[src/bsme_pkg.sv]
`timescale 1ns / 1ps

package bsme_pkg;

  // Default number of stack entries.
  localparam int unsigned STACK_DEPTH_DEF = 16;

  // Decimal conversion constants.
  localparam logic [7:0] ASCII_ZERO = 8'd48;
  localparam logic [7:0] DEC_BASE   = 8'd10;
  localparam logic [7:0] DEC_MAX    = 8'd9;

  // Results per instruction at most.
  localparam int unsigned MAX_RES = 3;

  typedef enum logic [2:0] {
    OP_NOP     = 3'd0,
    OP_PUSH    = 3'd1,
    OP_EMIT    = 3'd2,
    OP_HALT    = 3'd3,
    OP_EMITDEC = 3'd4,
    OP_ADD     = 3'd5,
    OP_SWAP    = 3'd6
  } op_t;

  typedef enum logic [1:0] {
    KIND_CHAR   = 2'd0,
    KIND_HALTED = 2'd1,
    KIND_UNDER  = 2'd2,
    KIND_OVER   = 2'd3
  } kind_t;

  typedef struct packed {
    kind_t      kind;
    logic [7:0] ch;
    logic       last;
  } result_t;

  // Results of one instruction, in delivery order from entry zero.
  typedef struct packed {
    logic [1:0]            num;
    result_t [MAX_RES-1:0] res;
  } res_bundle_t;

  typedef struct packed {
    logic [1:0] num;
    logic [7:0] d_hi;
    logic [7:0] d_mid;
    logic [7:0] d_lo;
  } dec_t;

  // Split a byte into ASCII decimal digits, most significant first in d_hi
  // when three digits are present. Tens use a multiply by 205/2048, which is
  // exact for values below 100.
  function automatic dec_t byte_to_dec(input logic [7:0] v);
    dec_t        d;
    logic [1:0]  hund;
    logic [7:0]  rem;
    logic [14:0] prod;
    logic [3:0]  tens;
    logic [7:0]  ones;
    if (v >= 8'd200) begin
      hund = 2'd2;
      rem  = v - 8'd200;
    end else if (v >= 8'd100) begin
      hund = 2'd1;
      rem  = v - 8'd100;
    end else begin
      hund = 2'd0;
      rem  = v;
    end
    prod = 15'(rem) * 15'd205;
    tens = prod[14:11];
    ones = rem - 8'(tens * DEC_BASE);
    if (hund != 2'd0) begin
      d.num   = 2'd3;
      d.d_hi  = 8'(hund) + ASCII_ZERO;
      d.d_mid = 8'(tens) + ASCII_ZERO;
      d.d_lo  = ones + ASCII_ZERO;
    end else if (v > DEC_MAX) begin
      d.num   = 2'd2;
      d.d_hi  = 8'(tens) + ASCII_ZERO;
      d.d_mid = ones + ASCII_ZERO;
      d.d_lo  = 8'd0;
    end else begin
      d.num   = 2'd1;
      d.d_hi  = ones + ASCII_ZERO;
      d.d_mid = 8'd0;
      d.d_lo  = 8'd0;
    end
    return d;
  endfunction

endpackage

[src/bsme_if.sv]
`timescale 1ns / 1ps

// Instruction channel.
interface bsme_in_if;
  logic       valid;
  logic       ready;
  logic [2:0] func;
  logic [7:0] immediate;

  modport source (output valid, output func, output immediate, input ready);
  modport sink (input valid, input func, input immediate, output ready);
endinterface

// Result channel.
interface bsme_out_if;
  logic       valid;
  logic       ready;
  logic [1:0] kind;
  logic [7:0] out_char;
  logic       last;

  modport source (output valid, output kind, output out_char, output last, input ready);
  modport sink (input valid, input kind, input out_char, input last, output ready);
endinterface

[src/bsme_ram.sv]
`timescale 1ns / 1ps

module bsme_ram #(
  parameter int unsigned WIDTH = 8,
  parameter int unsigned DEPTH = 16
) (
  input  logic                     clk,
  input  logic                     we,
  input  logic [$clog2(DEPTH)-1:0] waddr,
  input  logic [WIDTH-1:0]         wdata,
  input  logic [$clog2(DEPTH)-1:0] raddr,
  output logic [WIDTH-1:0]         rdata
);

  logic [WIDTH-1:0] mem [DEPTH];
  logic [WIDTH-1:0] rdata_r;

  // One write port, one registered read port.
  always_ff @(posedge clk) begin
    if (we) begin
      mem[waddr] <= wdata;
    end
    rdata_r <= mem[raddr];
  end

  assign rdata = rdata_r;

endmodule

[src/bsme_core.sv]
`timescale 1ns / 1ps

module bsme_core #(
  parameter int unsigned STACK_DEPTH = bsme_pkg::STACK_DEPTH_DEF
) (
  input  logic                  clk,
  input  logic                  rst_n,
  input  logic                  accept,
  input  logic [2:0]            func,
  input  logic [7:0]            immediate,
  output bsme_pkg::res_bundle_t bundle
);
  import bsme_pkg::*;

  localparam int unsigned CW = $clog2(STACK_DEPTH + 1);
  localparam int unsigned AW = $clog2(STACK_DEPTH);

  // The top two entries live in registers; deeper entries live in the RAM.
  logic [CW-1:0] cnt_r, cnt_nxt;
  logic [7:0]    top_r, top_nxt;
  logic [7:0]    sec_r, sec_nxt;
  logic          halt_r, halt_nxt;
  logic          byp_v_r, byp_v_nxt;
  logic [7:0]    byp_d_r;

  logic          ram_we;
  logic [AW-1:0] ram_waddr;
  logic [AW-1:0] ram_raddr;
  logic [7:0]    ram_rdata;
  logic [7:0]    third;
  op_t           op;
  dec_t          dec;

  bsme_ram #(
    .WIDTH (8),
    .DEPTH (STACK_DEPTH)
  ) u_ram (
    .clk   (clk),
    .we    (ram_we),
    .waddr (ram_waddr),
    .wdata (sec_r),
    .raddr (ram_raddr),
    .rdata (ram_rdata)
  );

  // Third entry from the top: the RAM keeps it prefetched, except right after
  // a push wrote that same address.
  assign third = byp_v_r ? byp_d_r : ram_rdata;

  assign op  = op_t'(func);
  assign dec = byte_to_dec(top_r);

  // Instruction execution.
  always_comb begin
    cnt_nxt    = cnt_r;
    top_nxt    = top_r;
    sec_nxt    = sec_r;
    halt_nxt   = halt_r;
    ram_we     = 1'b0;
    ram_waddr  = AW'(cnt_r - CW'(2));
    bundle     = '0;
    if (accept && !halt_r) begin
      case (op)
        OP_PUSH: begin
          if (cnt_r == CW'(STACK_DEPTH)) begin
            bundle.num         = 2'd1;
            bundle.res[0].kind = KIND_OVER;
            bundle.res[0].last = 1'b1;
          end else begin
            ram_we  = (cnt_r >= CW'(2));
            top_nxt = immediate;
            sec_nxt = top_r;
            cnt_nxt = cnt_r + CW'(1);
          end
        end
        OP_EMIT: begin
          bundle.num         = 2'd1;
          bundle.res[0].last = 1'b1;
          if (cnt_r == '0) begin
            bundle.res[0].kind = KIND_UNDER;
          end else begin
            bundle.res[0].kind = KIND_CHAR;
            bundle.res[0].ch   = top_r;
            top_nxt = sec_r;
            sec_nxt = third;
            cnt_nxt = cnt_r - CW'(1);
          end
        end
        OP_HALT: begin
          halt_nxt           = 1'b1;
          bundle.num         = 2'd1;
          bundle.res[0].kind = KIND_HALTED;
          bundle.res[0].last = 1'b1;
        end
        OP_EMITDEC: begin
          if (cnt_r == '0) begin
            bundle.num         = 2'd1;
            bundle.res[0].kind = KIND_UNDER;
            bundle.res[0].last = 1'b1;
          end else begin
            bundle.num         = dec.num;
            bundle.res[0].kind = KIND_CHAR;
            bundle.res[1].kind = KIND_CHAR;
            bundle.res[2].kind = KIND_CHAR;
            bundle.res[0].ch   = dec.d_hi;
            bundle.res[1].ch   = dec.d_mid;
            bundle.res[2].ch   = dec.d_lo;
            bundle.res[0].last = (dec.num == 2'd1);
            bundle.res[1].last = (dec.num == 2'd2);
            bundle.res[2].last = (dec.num == 2'd3);
            top_nxt = sec_r;
            sec_nxt = third;
            cnt_nxt = cnt_r - CW'(1);
          end
        end
        OP_ADD, OP_SWAP: begin
          if (cnt_r < CW'(2)) begin
            bundle.num         = 2'd1;
            bundle.res[0].kind = KIND_UNDER;
            bundle.res[0].last = 1'b1;
          end else if (op == OP_ADD) begin
            top_nxt = top_r + sec_r;
            sec_nxt = third;
            cnt_nxt = cnt_r - CW'(1);
          end else begin
            top_nxt = sec_r;
            sec_nxt = top_r;
          end
        end
        default: begin
          bundle = '0;
        end
      endcase
    end
  end

  // Prefetch the entry that will be third from the top next cycle.
  assign ram_raddr = AW'(cnt_nxt - CW'(3));
  assign byp_v_nxt = ram_we;

  always_ff @(posedge clk) begin
    if (!rst_n) begin
      cnt_r   <= '0;
      halt_r  <= 1'b0;
      byp_v_r <= 1'b0;
    end else begin
      cnt_r   <= cnt_nxt;
      halt_r  <= halt_nxt;
      byp_v_r <= byp_v_nxt;
    end
    top_r   <= top_nxt;
    sec_r   <= sec_nxt;
    byp_d_r <= sec_r;
  end

`ifndef SYNTHESIS
  a_reset_state: assert property (@(posedge clk) !rst_n |=> (cnt_r == '0) && !halt_r)
    else $error("stack not empty or halted after reset");
  a_halt_sticky: assert property (@(posedge clk) disable iff (!rst_n) halt_r |=> halt_r)
    else $error("halt cleared without reset");
  a_cnt_range: assert property (@(posedge clk) disable iff (!rst_n)
    cnt_r <= CW'(STACK_DEPTH))
    else $error("stack count beyond depth");
  a_cnt_idle: assert property (@(posedge clk) disable iff (!rst_n)
    (!accept || halt_r) |=> $stable(cnt_r))
    else $error("stack count moved without an instruction");
`endif

endmodule

[src/bsme_outbuf.sv]
`timescale 1ns / 1ps

module bsme_outbuf (
  input  logic                  clk,
  input  logic                  rst_n,
  input  logic                  load,
  input  bsme_pkg::res_bundle_t bundle,
  output logic                  free,
  output logic                  out_valid,
  input  logic                  out_ready,
  output bsme_pkg::result_t     out_res
);
  import bsme_pkg::*;

  // Pending results, head in entry zero.
  logic [1:0] pend_r, pend_nxt;
  result_t    q_r [MAX_RES];
  result_t    q_nxt [MAX_RES];
  logic       pop;
  logic       do_load;

  assign out_valid = (pend_r != 2'd0);
  assign out_res   = q_r[0];
  assign pop       = out_valid && out_ready;
  // Room for a new instruction once the queue drains this cycle.
  assign free      = (pend_r == 2'd0) || ((pend_r == 2'd1) && out_ready);
  assign do_load   = load && (bundle.num != 2'd0);

  // Load a fresh group of results or shift toward the head.
  always_comb begin
    pend_nxt = pend_r;
    q_nxt    = q_r;
    if (do_load) begin
      pend_nxt = bundle.num;
      q_nxt[0] = bundle.res[0];
      q_nxt[1] = bundle.res[1];
      q_nxt[2] = bundle.res[2];
    end else if (pop) begin
      pend_nxt = pend_r - 2'd1;
      q_nxt[0] = q_r[1];
      q_nxt[1] = q_r[2];
    end
  end

  always_ff @(posedge clk) begin
    if (!rst_n) begin
      pend_r <= 2'd0;
    end else begin
      pend_r <= pend_nxt;
    end
    q_r <= q_nxt;
  end

`ifndef SYNTHESIS
  a_load_free: assert property (@(posedge clk) disable iff (!rst_n) do_load |-> free)
    else $error("results loaded over pending results");
  a_tail_last: assert property (@(posedge clk) disable iff (!rst_n)
    (pend_r == 2'd1) |-> q_r[0].last)
    else $error("final pending result not marked last");
  a_head_not_last: assert property (@(posedge clk) disable iff (!rst_n)
    (pend_r == 2'd2 || pend_r == 2'd3) |-> !q_r[0].last)
    else $error("result marked last before the group ends");
`endif

endmodule

[src/byte_stack_machine_executor_top.sv]
`timescale 1ns / 1ps

// Channel   Direction  Payload
// in_if     sink       func[2:0], immediate[7:0]
// out_if    source     kind[1:0], out_char[7:0], last
//
// One instruction executes per cycle while the result queue has room; the stack's
// top two entries sit in registers and the RAM read port prefetches the third.
// Results appear in the cycle after their instruction is taken. Every instruction,
// with or without results, is taken only once the queue is empty or its single
// result leaves that cycle, so three decimal digits hold the next until two leave.
// Reset is synchronous and active low; it empties the stack and clears the halt.
module byte_stack_machine_executor_top #(
  parameter int unsigned STACK_DEPTH = bsme_pkg::STACK_DEPTH_DEF
) (
  input logic     clk,
  input logic     rst_n,
  bsme_in_if.sink    in_if,
  bsme_out_if.source out_if
);
  import bsme_pkg::*;

  res_bundle_t bundle;
  result_t     out_res;
  logic        free;
  logic        accept;

  assign in_if.ready = free;
  assign accept      = in_if.valid && free;

  bsme_core #(
    .STACK_DEPTH (STACK_DEPTH)
  ) u_core (
    .clk       (clk),
    .rst_n     (rst_n),
    .accept    (accept),
    .func      (in_if.func),
    .immediate (in_if.immediate),
    .bundle    (bundle)
  );

  bsme_outbuf u_outbuf (
    .clk       (clk),
    .rst_n     (rst_n),
    .load      (accept),
    .bundle    (bundle),
    .free      (free),
    .out_valid (out_if.valid),
    .out_ready (out_if.ready),
    .out_res   (out_res)
  );

  assign out_if.kind     = out_res.kind;
  assign out_if.out_char = out_res.ch;
  assign out_if.last     = out_res.last;

endmodule

[src/flat_wrapper.sv]
// flat-port wrapper written by rule: the top's interface ports become plain ports
module byte_stack_machine_executor_top_flat import bsme_pkg::*;
#(
  parameter int unsigned STACK_DEPTH = bsme_pkg::STACK_DEPTH_DEF
)
  (clk, rst_n, in_if_valid, in_if_func, in_if_immediate, in_if_ready, out_if_valid, out_if_kind, out_if_out_char, out_if_last, out_if_ready);
  bsme_in_if in_if_i ();
  bsme_out_if out_if_i ();
  input logic clk;
  input logic rst_n;
  input wire logic [$bits(in_if_i.valid)-1:0] in_if_valid;
  input wire logic [$bits(in_if_i.func)-1:0] in_if_func;
  input wire logic [$bits(in_if_i.immediate)-1:0] in_if_immediate;
  output wire logic [$bits(in_if_i.ready)-1:0] in_if_ready;
  output wire logic [$bits(out_if_i.valid)-1:0] out_if_valid;
  output wire logic [$bits(out_if_i.kind)-1:0] out_if_kind;
  output wire logic [$bits(out_if_i.out_char)-1:0] out_if_out_char;
  output wire logic [$bits(out_if_i.last)-1:0] out_if_last;
  input wire logic [$bits(out_if_i.ready)-1:0] out_if_ready;
  assign in_if_i.valid = in_if_valid;
  assign in_if_i.func = in_if_func;
  assign in_if_i.immediate = in_if_immediate;
  assign in_if_ready = in_if_i.ready;
  assign out_if_valid = out_if_i.valid;
  assign out_if_kind = out_if_i.kind;
  assign out_if_out_char = out_if_i.out_char;
  assign out_if_last = out_if_i.last;
  assign out_if_i.ready = out_if_ready;
  byte_stack_machine_executor_top #(.STACK_DEPTH(STACK_DEPTH)) u_core (.clk(clk), .rst_n(rst_n), .in_if(in_if_i), .out_if(out_if_i));
endmodule
[config.mk]
export PLATFORM = sky130hd
export DESIGN_NAME = byte_stack_machine_executor_top_flat
export DESIGN_NICKNAME = d
export VERILOG_FILES = /design/src/bsme_pkg.sv /design/src/bsme_if.sv /design/src/bsme_ram.sv /design/src/bsme_core.sv /design/src/bsme_outbuf.sv /design/src/byte_stack_machine_executor_top.sv /design/src/flat_wrapper.sv
export SDC_FILE = /design/constraint.sdc
export NUM_CORES = 1
export LEC_CHECK = 0
export ABC_CLOCK_PERIOD_IN_PS = 8250
export BUFFER_PORTS_ARGS = -buffer_cell sky130_fd_sc_hd__clkbuf_2
export CAP_MARGIN = 20
export CORE_MARGIN = 8
export CORE_UTILIZATION = 57
export DETAILED_ROUTE_END_ITERATION = 16
export PLACE_DENSITY = 0.74
export SYNTH_ARGS = -nofsm -noshare
export SYNTH_HDL_FRONTEND = slang
export SYNTH_SLANG_ARGS = --single-unit
[constraint.sdc]
create_clock -name clk -period 8.25 [get_ports clk]
set_clock_uncertainty 0.1 [all_clocks]
set_input_delay 1.65 -clock clk [delete_from_list [all_inputs] [get_ports clk]]
set_output_delay 1.65 -clock clk [all_outputs]
set_load 0.01 [all_outputs]
After elaboration in Yosys (flattened, before gate mapping)
Memory sizes are Yosys's and may differ from the RTL's. A register that Yosys moved wholly into a read port is not among the register bits.
Cells that the tools add are included.
Widths: inputs -> output; s select.
{ "op_classes": {"n_addsub": 12, "multipliers": 2, "n_div": 0, "order_cmp": 5, "eq_ne": 14, "shifts": 0, "mux": 50, "bitwise": 2, "reduce_logical": 21} }
{ "ops": {"columns": ["operator", "n"], "rows": [
  ["$mux 8", 13],
  ["$mux 22", 3],
  ["$mux 26", 2],
  ["$pmux 8 s3", 2],
  ["$mux 35", 1],
  ["$mux 5", 5],
  ["$mux 20", 1],
  ["$pmux 2 s4", 2],
  ["$pmux 8 s2", 1],
  ["$mul 8x8->15 const B", 1],
  ["$pmux 5 s3", 1],
  ["$mux 2", 7],
  ["$mux 1", 11],
  ["$eq 3x3->1 const B", 3],
  ["$add 8x6->8 const B", 1],
  ["$add 8x8->8", 1],
  ["$ge 8x7->1 const B", 1],
  ["$ge 8x8->1 const B", 1],
  ["$gt 8x4->1 const B", 1],
  ["$reduce_bool 2->1", 4],
  ["$sub 4x2->4 const B", 2],
  ["$sub 8x7->8 const B", 1],
  ["$sub 8x8->8", 1],
  ["$sub 8x8->8 const B", 1],
  ["26 further kinds", 39]
]} }
{ "totals": {"reg_bits": 66, "latch_bits": 0, "mem_bits_rw": 128, "romBits": 0, "input_bits": 15, "output_inout_bits": 13, "wordCells": 123, "n_memories": 1} }
{ "memory_table": {"columns": ["memory", "words", "word_bits", "read_ports", "rd_ports_with_merged_regs", "wr", "line", "source"], "rows": [
  ["u_core.u_core.u_ram.mem", 16, 8, 1, 1, 1, "bsme_ram.sv:15", "logic [WIDTH-1:0] mem [DEPTH];"]
]} }

Longest topological paths before layout
{ "depth": {"word_depth": 16, "depth_mapped": 37, "depth_no_buf": 37} }

Cells and area by module
A second synthesis with hierarchy kept.
{ "hier_totals": {"hier_cells": 915, "hier_area_um2": 11048.1} }
{ "by_module_without_submodules": {"columns": ["mod", "n_inst", "cells_each", "area_each_um2", "seq_area_each_um2"], "rows": [
  ["bsme_ram", 1, 229, 5147.4, 4003.8],
  ["bsme_core", 1, 548, 4366.7, 780.7],
  ["bsme_outbuf", 1, 137, 1527.7, 1031.0],
  ["byte_stack_machine_executor_top", 1, 1, 6.3, 0.0]
]} }

Least setup slack after synthesis
No wires, ideal clock.
{ "synth_timing": {"path_kind": "register to register", "startpoint": "reg u_core.u_core.top_r[1]", "endpoint": "reg u_core.u_outbuf.q_r, in the netlist u_core.u_outbuf.out_res[8] (data pin)", "setup_ns": 0.260, "arrival_time_ns": 7.576, "required_ns": 7.890, "setup_slack_ns": 0.314, "path_stages_with_launch": 35, "n_path_buf": 0, "period_less_slack_ns": 7.936, "cell_sequence": "edfxtp_1 > inv_1 > ha_1 > a2111oi_2 > nand3b_2 > mux2i_1 > xnor2_1 > ha_1 > inv_1 > fa_1 > inv_1 > fa_1 > inv_1 > fa_1 > inv_1 > ha_1 > and3_1 > a221o_1 > o31ai_1 > o2111ai_1 > o211ai_1 > inv_1 > ha_1 > ha_1 > ha_1 > ha_1 > inv_1 > ha_1 > inv_1 > o21bai_1 > a21oi_1 > xnor2_1 > nand3b_1 > mux2_2 > nand3_1"} }
{ "synth_rtl": {"columns": ["element", "line", "source"], "rows": [
  ["start, declared", "bsme_core.sv:20", "logic [7:0] top_r, top_nxt;"],
  ["start signal, assigned", "bsme_core.sv:151", "top_r <= top_nxt;"],
  ["end signal, assigned", "bsme_outbuf.sv:51", "q_r <= q_nxt;"],
  ["end, declared", "bsme_outbuf.sv:17", "result_t q_r [MAX_RES];"]
]} }

==> flow_metrics.py <==
metrics = {
    "outcome": {
        "status": "complete, no violations",
    },
    "finish": {
        "mostFrequentLayoutCells": "173 x edfxtp_1, 110 x mux2i_1, 74 x ha_1",
        "area_delta_synth_final_pct": 10.2,
        "fin_area_um2": 12200,
        "drive_gt1_frac": 0.149,
        "final_common_cell": "edfxtp_1",
        "n_antenna_cell": 0,
        "nFillCells": 1492,
        "nNetsFinal": 1024,
    },
    "grt": {
        "grt_max_degree": 57,
        "antenna_found_initial": 0,
        "grt_pass1_wl_mm": 35.9,
        "grt_overflow": 0,
        "first_global_vias": 6722,
        "grtUsageTotal": 0.193,
    },
    "floorplanning": {
        "start_util": 0.575,
        "io_pins": 28,
        "dieArea_um2": 24200,
        "num_rows": 51,
        "dieHeight_um": 155,
        "dieWidth_um": 155,
        "core_um2": 19300,
    },
    "power_and_ir_drop": {
        "power.density_nw_per_um2": 400,
        "ir_drop_mv": 1.66,
        "leakage_nw": 5.07,
        "power.total_mw": 4.89,
    },
    "synthesis": {
        "synth-seq-area-share": 0.514,
        "ys_ff_latch": 198,
        "synthFlopType": "edfxtp_1",
        "synth_cell_types": 70,
        "synth_edf_count": 173,
        "synth_area_um2": 11100,
        "syn_area_per_cell_um2": 12.5,
        "ys_warn_count": 0,
        "async_reset_ff_frac": 0,
        "syn_nets": 991,
        "synth_cells": 886,
    },
    "critical_path": {
        "crit_path_start_kind": "register",
        "r2r_setup_slack_ns": 0.35,
        "critPathKind": "reg -> reg",
        "crit_required_ns": 8.45,
        "cp_slowest_stage_delay_ns": 0.55,
        "worstPathMaxFanout": 8,
        "cp_slowest_cell": "fa_1",
        "crit_arrival_ns": 8.10,
        "end_kind": "register",
        "crit_top_cell": "ha_1",
    },
    "placed_design": {
        "place_area_um2": 11400,
        "gp_congestion": 0.884,
        "io_buffers": 27,
        "dp_hpwl_mm": 15.9,
    },
    "sta": {
        "worst_slew_margin_rel": 0.298,
        "slew_viol_final": 0,
        "period_minus_slack_ns": 7.90,
        "fmax_mhz": 127,
        "fin_crit_sh": 0.958,
        "max_slew.worst_pin.slew_ns": 1.05,
        "setup_viol": 0,
        "hold_violations": 0,
    },
    "drt": {
        "drtIter0Drc": 446,
        "num_vias": 6904,
        "first_pass_iters": 5,
        "drt_wl_total_mm": 23.0,
        "drt.antenna.violating_nets": 0,
        "drt-vias-per-instance": 5.77,
        "remaining_drc_errors": 0,
        "wl_per_cell_um": 19.2,
    },
    "clock_network": {
        "cts_max_level": 4,
        "cts_root_buffer": "clkbuf_16",
        "postCtsHoldBufs": 0,
        "cts_sinks": 198,
        "clk_pin_slew_ns": 0.07,
        "tritoncts": "built",
        "insertion_delay_ns": 0.43,
        "numCtsBuffers": 17,
        "max-clock-path-buffers": 2,
    },
    "worst_hold_path": {
        "hold_path_class": "reg -> reg",
    },
    "run": {
        "cap_violations": 0,
    },
}
## cells by family (layout without fill, tap and decap cells)
| logic type | count (synthesis) | count (layout) | share of synthesized area |
|---|---|---|---|
| flip-flops | 198 | 198 | 0.514 |
| AND/OR/NAND/NOR | 167 | 167 | 0.0803 |
| AO/OA/AOI/OAI | 157 | 157 | 0.0937 |
| multiplexers | 125 | 125 | 0.123 |
| buffers and inverters | 111 | 157 | 0.0473 |
| adder cells (fa/ha/maj) | 90 | 90 | 0.110 |
| XOR/XNOR | 38 | 38 | 0.0324 |
## synthesized netlist by cell type, types with 6 or more instances
library cell | number | area [um2]
a21o_1 | 9 | 67.6
a21oi_1 | 38 | 190
a31oi_1 | 7 | 43.8
and2_1 | 29 | 181
buf_1 | 7 | 26.3
buf_4 | 11 | 82.6
buf_6 | 8 | 90.1
clkbuf_1 | 14 | 52.6
dfxtp_1 | 25 | 500
edfxtp_1 | 173 | 5190
fa_1 | 12 | 240
ha_1 | 78 | 976
inv_1 | 63 | 236
mux2_2 | 7 | 78.8
mux2i_1 | 110 | 1100
mux4_2 | 8 | 180
nand2_1 | 40 | 150
nand2b_1 | 8 | 50.1
nand3_1 | 13 | 65.1
nor2_1 | 38 | 143
nor2b_1 | 7 | 43.8
nor3_1 | 6 | 30.0
o211ai_1 | 6 | 45.0
o21ai_0 | 29 | 145
o21ai_1 | 7 | 35.0
o22ai_1 | 15 | 93.8
xnor2_1 | 23 | 201
xor2_1 | 13 | 114
## state kept, by name, indices dropped and copies added, names as in the netlist
register	flops
u_core.u_core.u_ram.mem	128
u_core.u_outbuf.q_r	18
u_core.u_outbuf.out_res	11
u_core.u_core.byp_d_r	8
u_core.u_core.sec_r	8
u_core.u_core.top_r	8
u_core.u_core.u_ram.rdata	8
u_core.u_core.cnt_r	5
u_core.u_outbuf.pend_r	2
u_core.u_core.byp_v_r	1
u_core.u_core.halt_r	1
## per-stage QoR
stage | hold slack, ns | setup TNS, ns | instances | util | worst slack, ns
after global placement | 0.368 | 0 | 1153 | 0.594 | 0.238
final | 0.398 | 0 | 1197 | 0.634 | 0.350
after floorplan | 0.356 | 0 | 886 | - | 0.314
after CTS | 0.405 | 0 | 1187 | 0.626 | 0.0445
after global routing | 0.449 | -0.133 | 1197 | 0.634 | -0.102
after detailed placement | 0.387 | -0.00108 | 1153 | 0.594 | -0.00108
## report_power, final
group / switching, mW / internal [mW] / leakage, nW
Clock: 0.391 / 0.430 / 0.281
Combinational: 1.63 / 1.19 / 3.00
Sequential: 0.0565 / 1.18 / 1.79
## path summary, 6_finish.rpt
path,from,to,cells past startpoint
worst min register to register,u_core.u_core.halt_r$_SDFFE_PN0P_,u_core.u_core.halt_r$_SDFFE_PN0P_,1
worst min-delay path,u_core.u_core.halt_r$_SDFFE_PN0P_,u_core.u_core.halt_r$_SDFFE_PN0P_,1
worst max register to register,u_core.u_core.top_r[2]$_DFFE_PP_,u_core.u_outbuf.out_res[8]$_DFFE_PP_,35
worst max-delay path,u_core.u_core.top_r[2]$_DFFE_PP_,u_core.u_outbuf.out_res[8]$_DFFE_PP_,35
## critical path: cells and delay by family, from the launching register on
kind | cells | cell delay (ns)
adder cells (fa/ha/maj) | 11 | 3.60
AO/OA/AOI/OAI | 8 | 1.63
AND/OR/NAND/NOR | 5 | 0.75
buffers and inverters | 6 | 0.48
multiplexers | 2 | 0.45
flip-flops | 1 | 0.41
XOR/XNOR | 3 | 0.35
## timing repair
item	in CTS	in global routing
pin swaps	1	9
gates resized for setup	2	16
setup buffers	2	9
gates cloned	0	0
setup endpoints to repair	1	8
## area by class of cell
type                    instances  area (um2)  area share
clock inverters                15         160      0.0131
well taps                     265         332      0.0271
repair buffers                 59         383      0.0313
flip-flops and latches        198        5700       0.466
clock buffers                  17         425      0.0348
inverters                      66         248      0.0203
multi-input cells             577        4970       0.407
## metal layers
metal  part of all wire  global-route usage  vias to the layer above
met4              0.024              0.0596                        0
met2               0.50               0.333                      188
met3              0.050              0.0366                       41
met1               0.43               0.241                     3354
li1                   -                   -                     3321
met5                  0                   0                        -
Note: power is estimated with default switching activity, not from simulation.
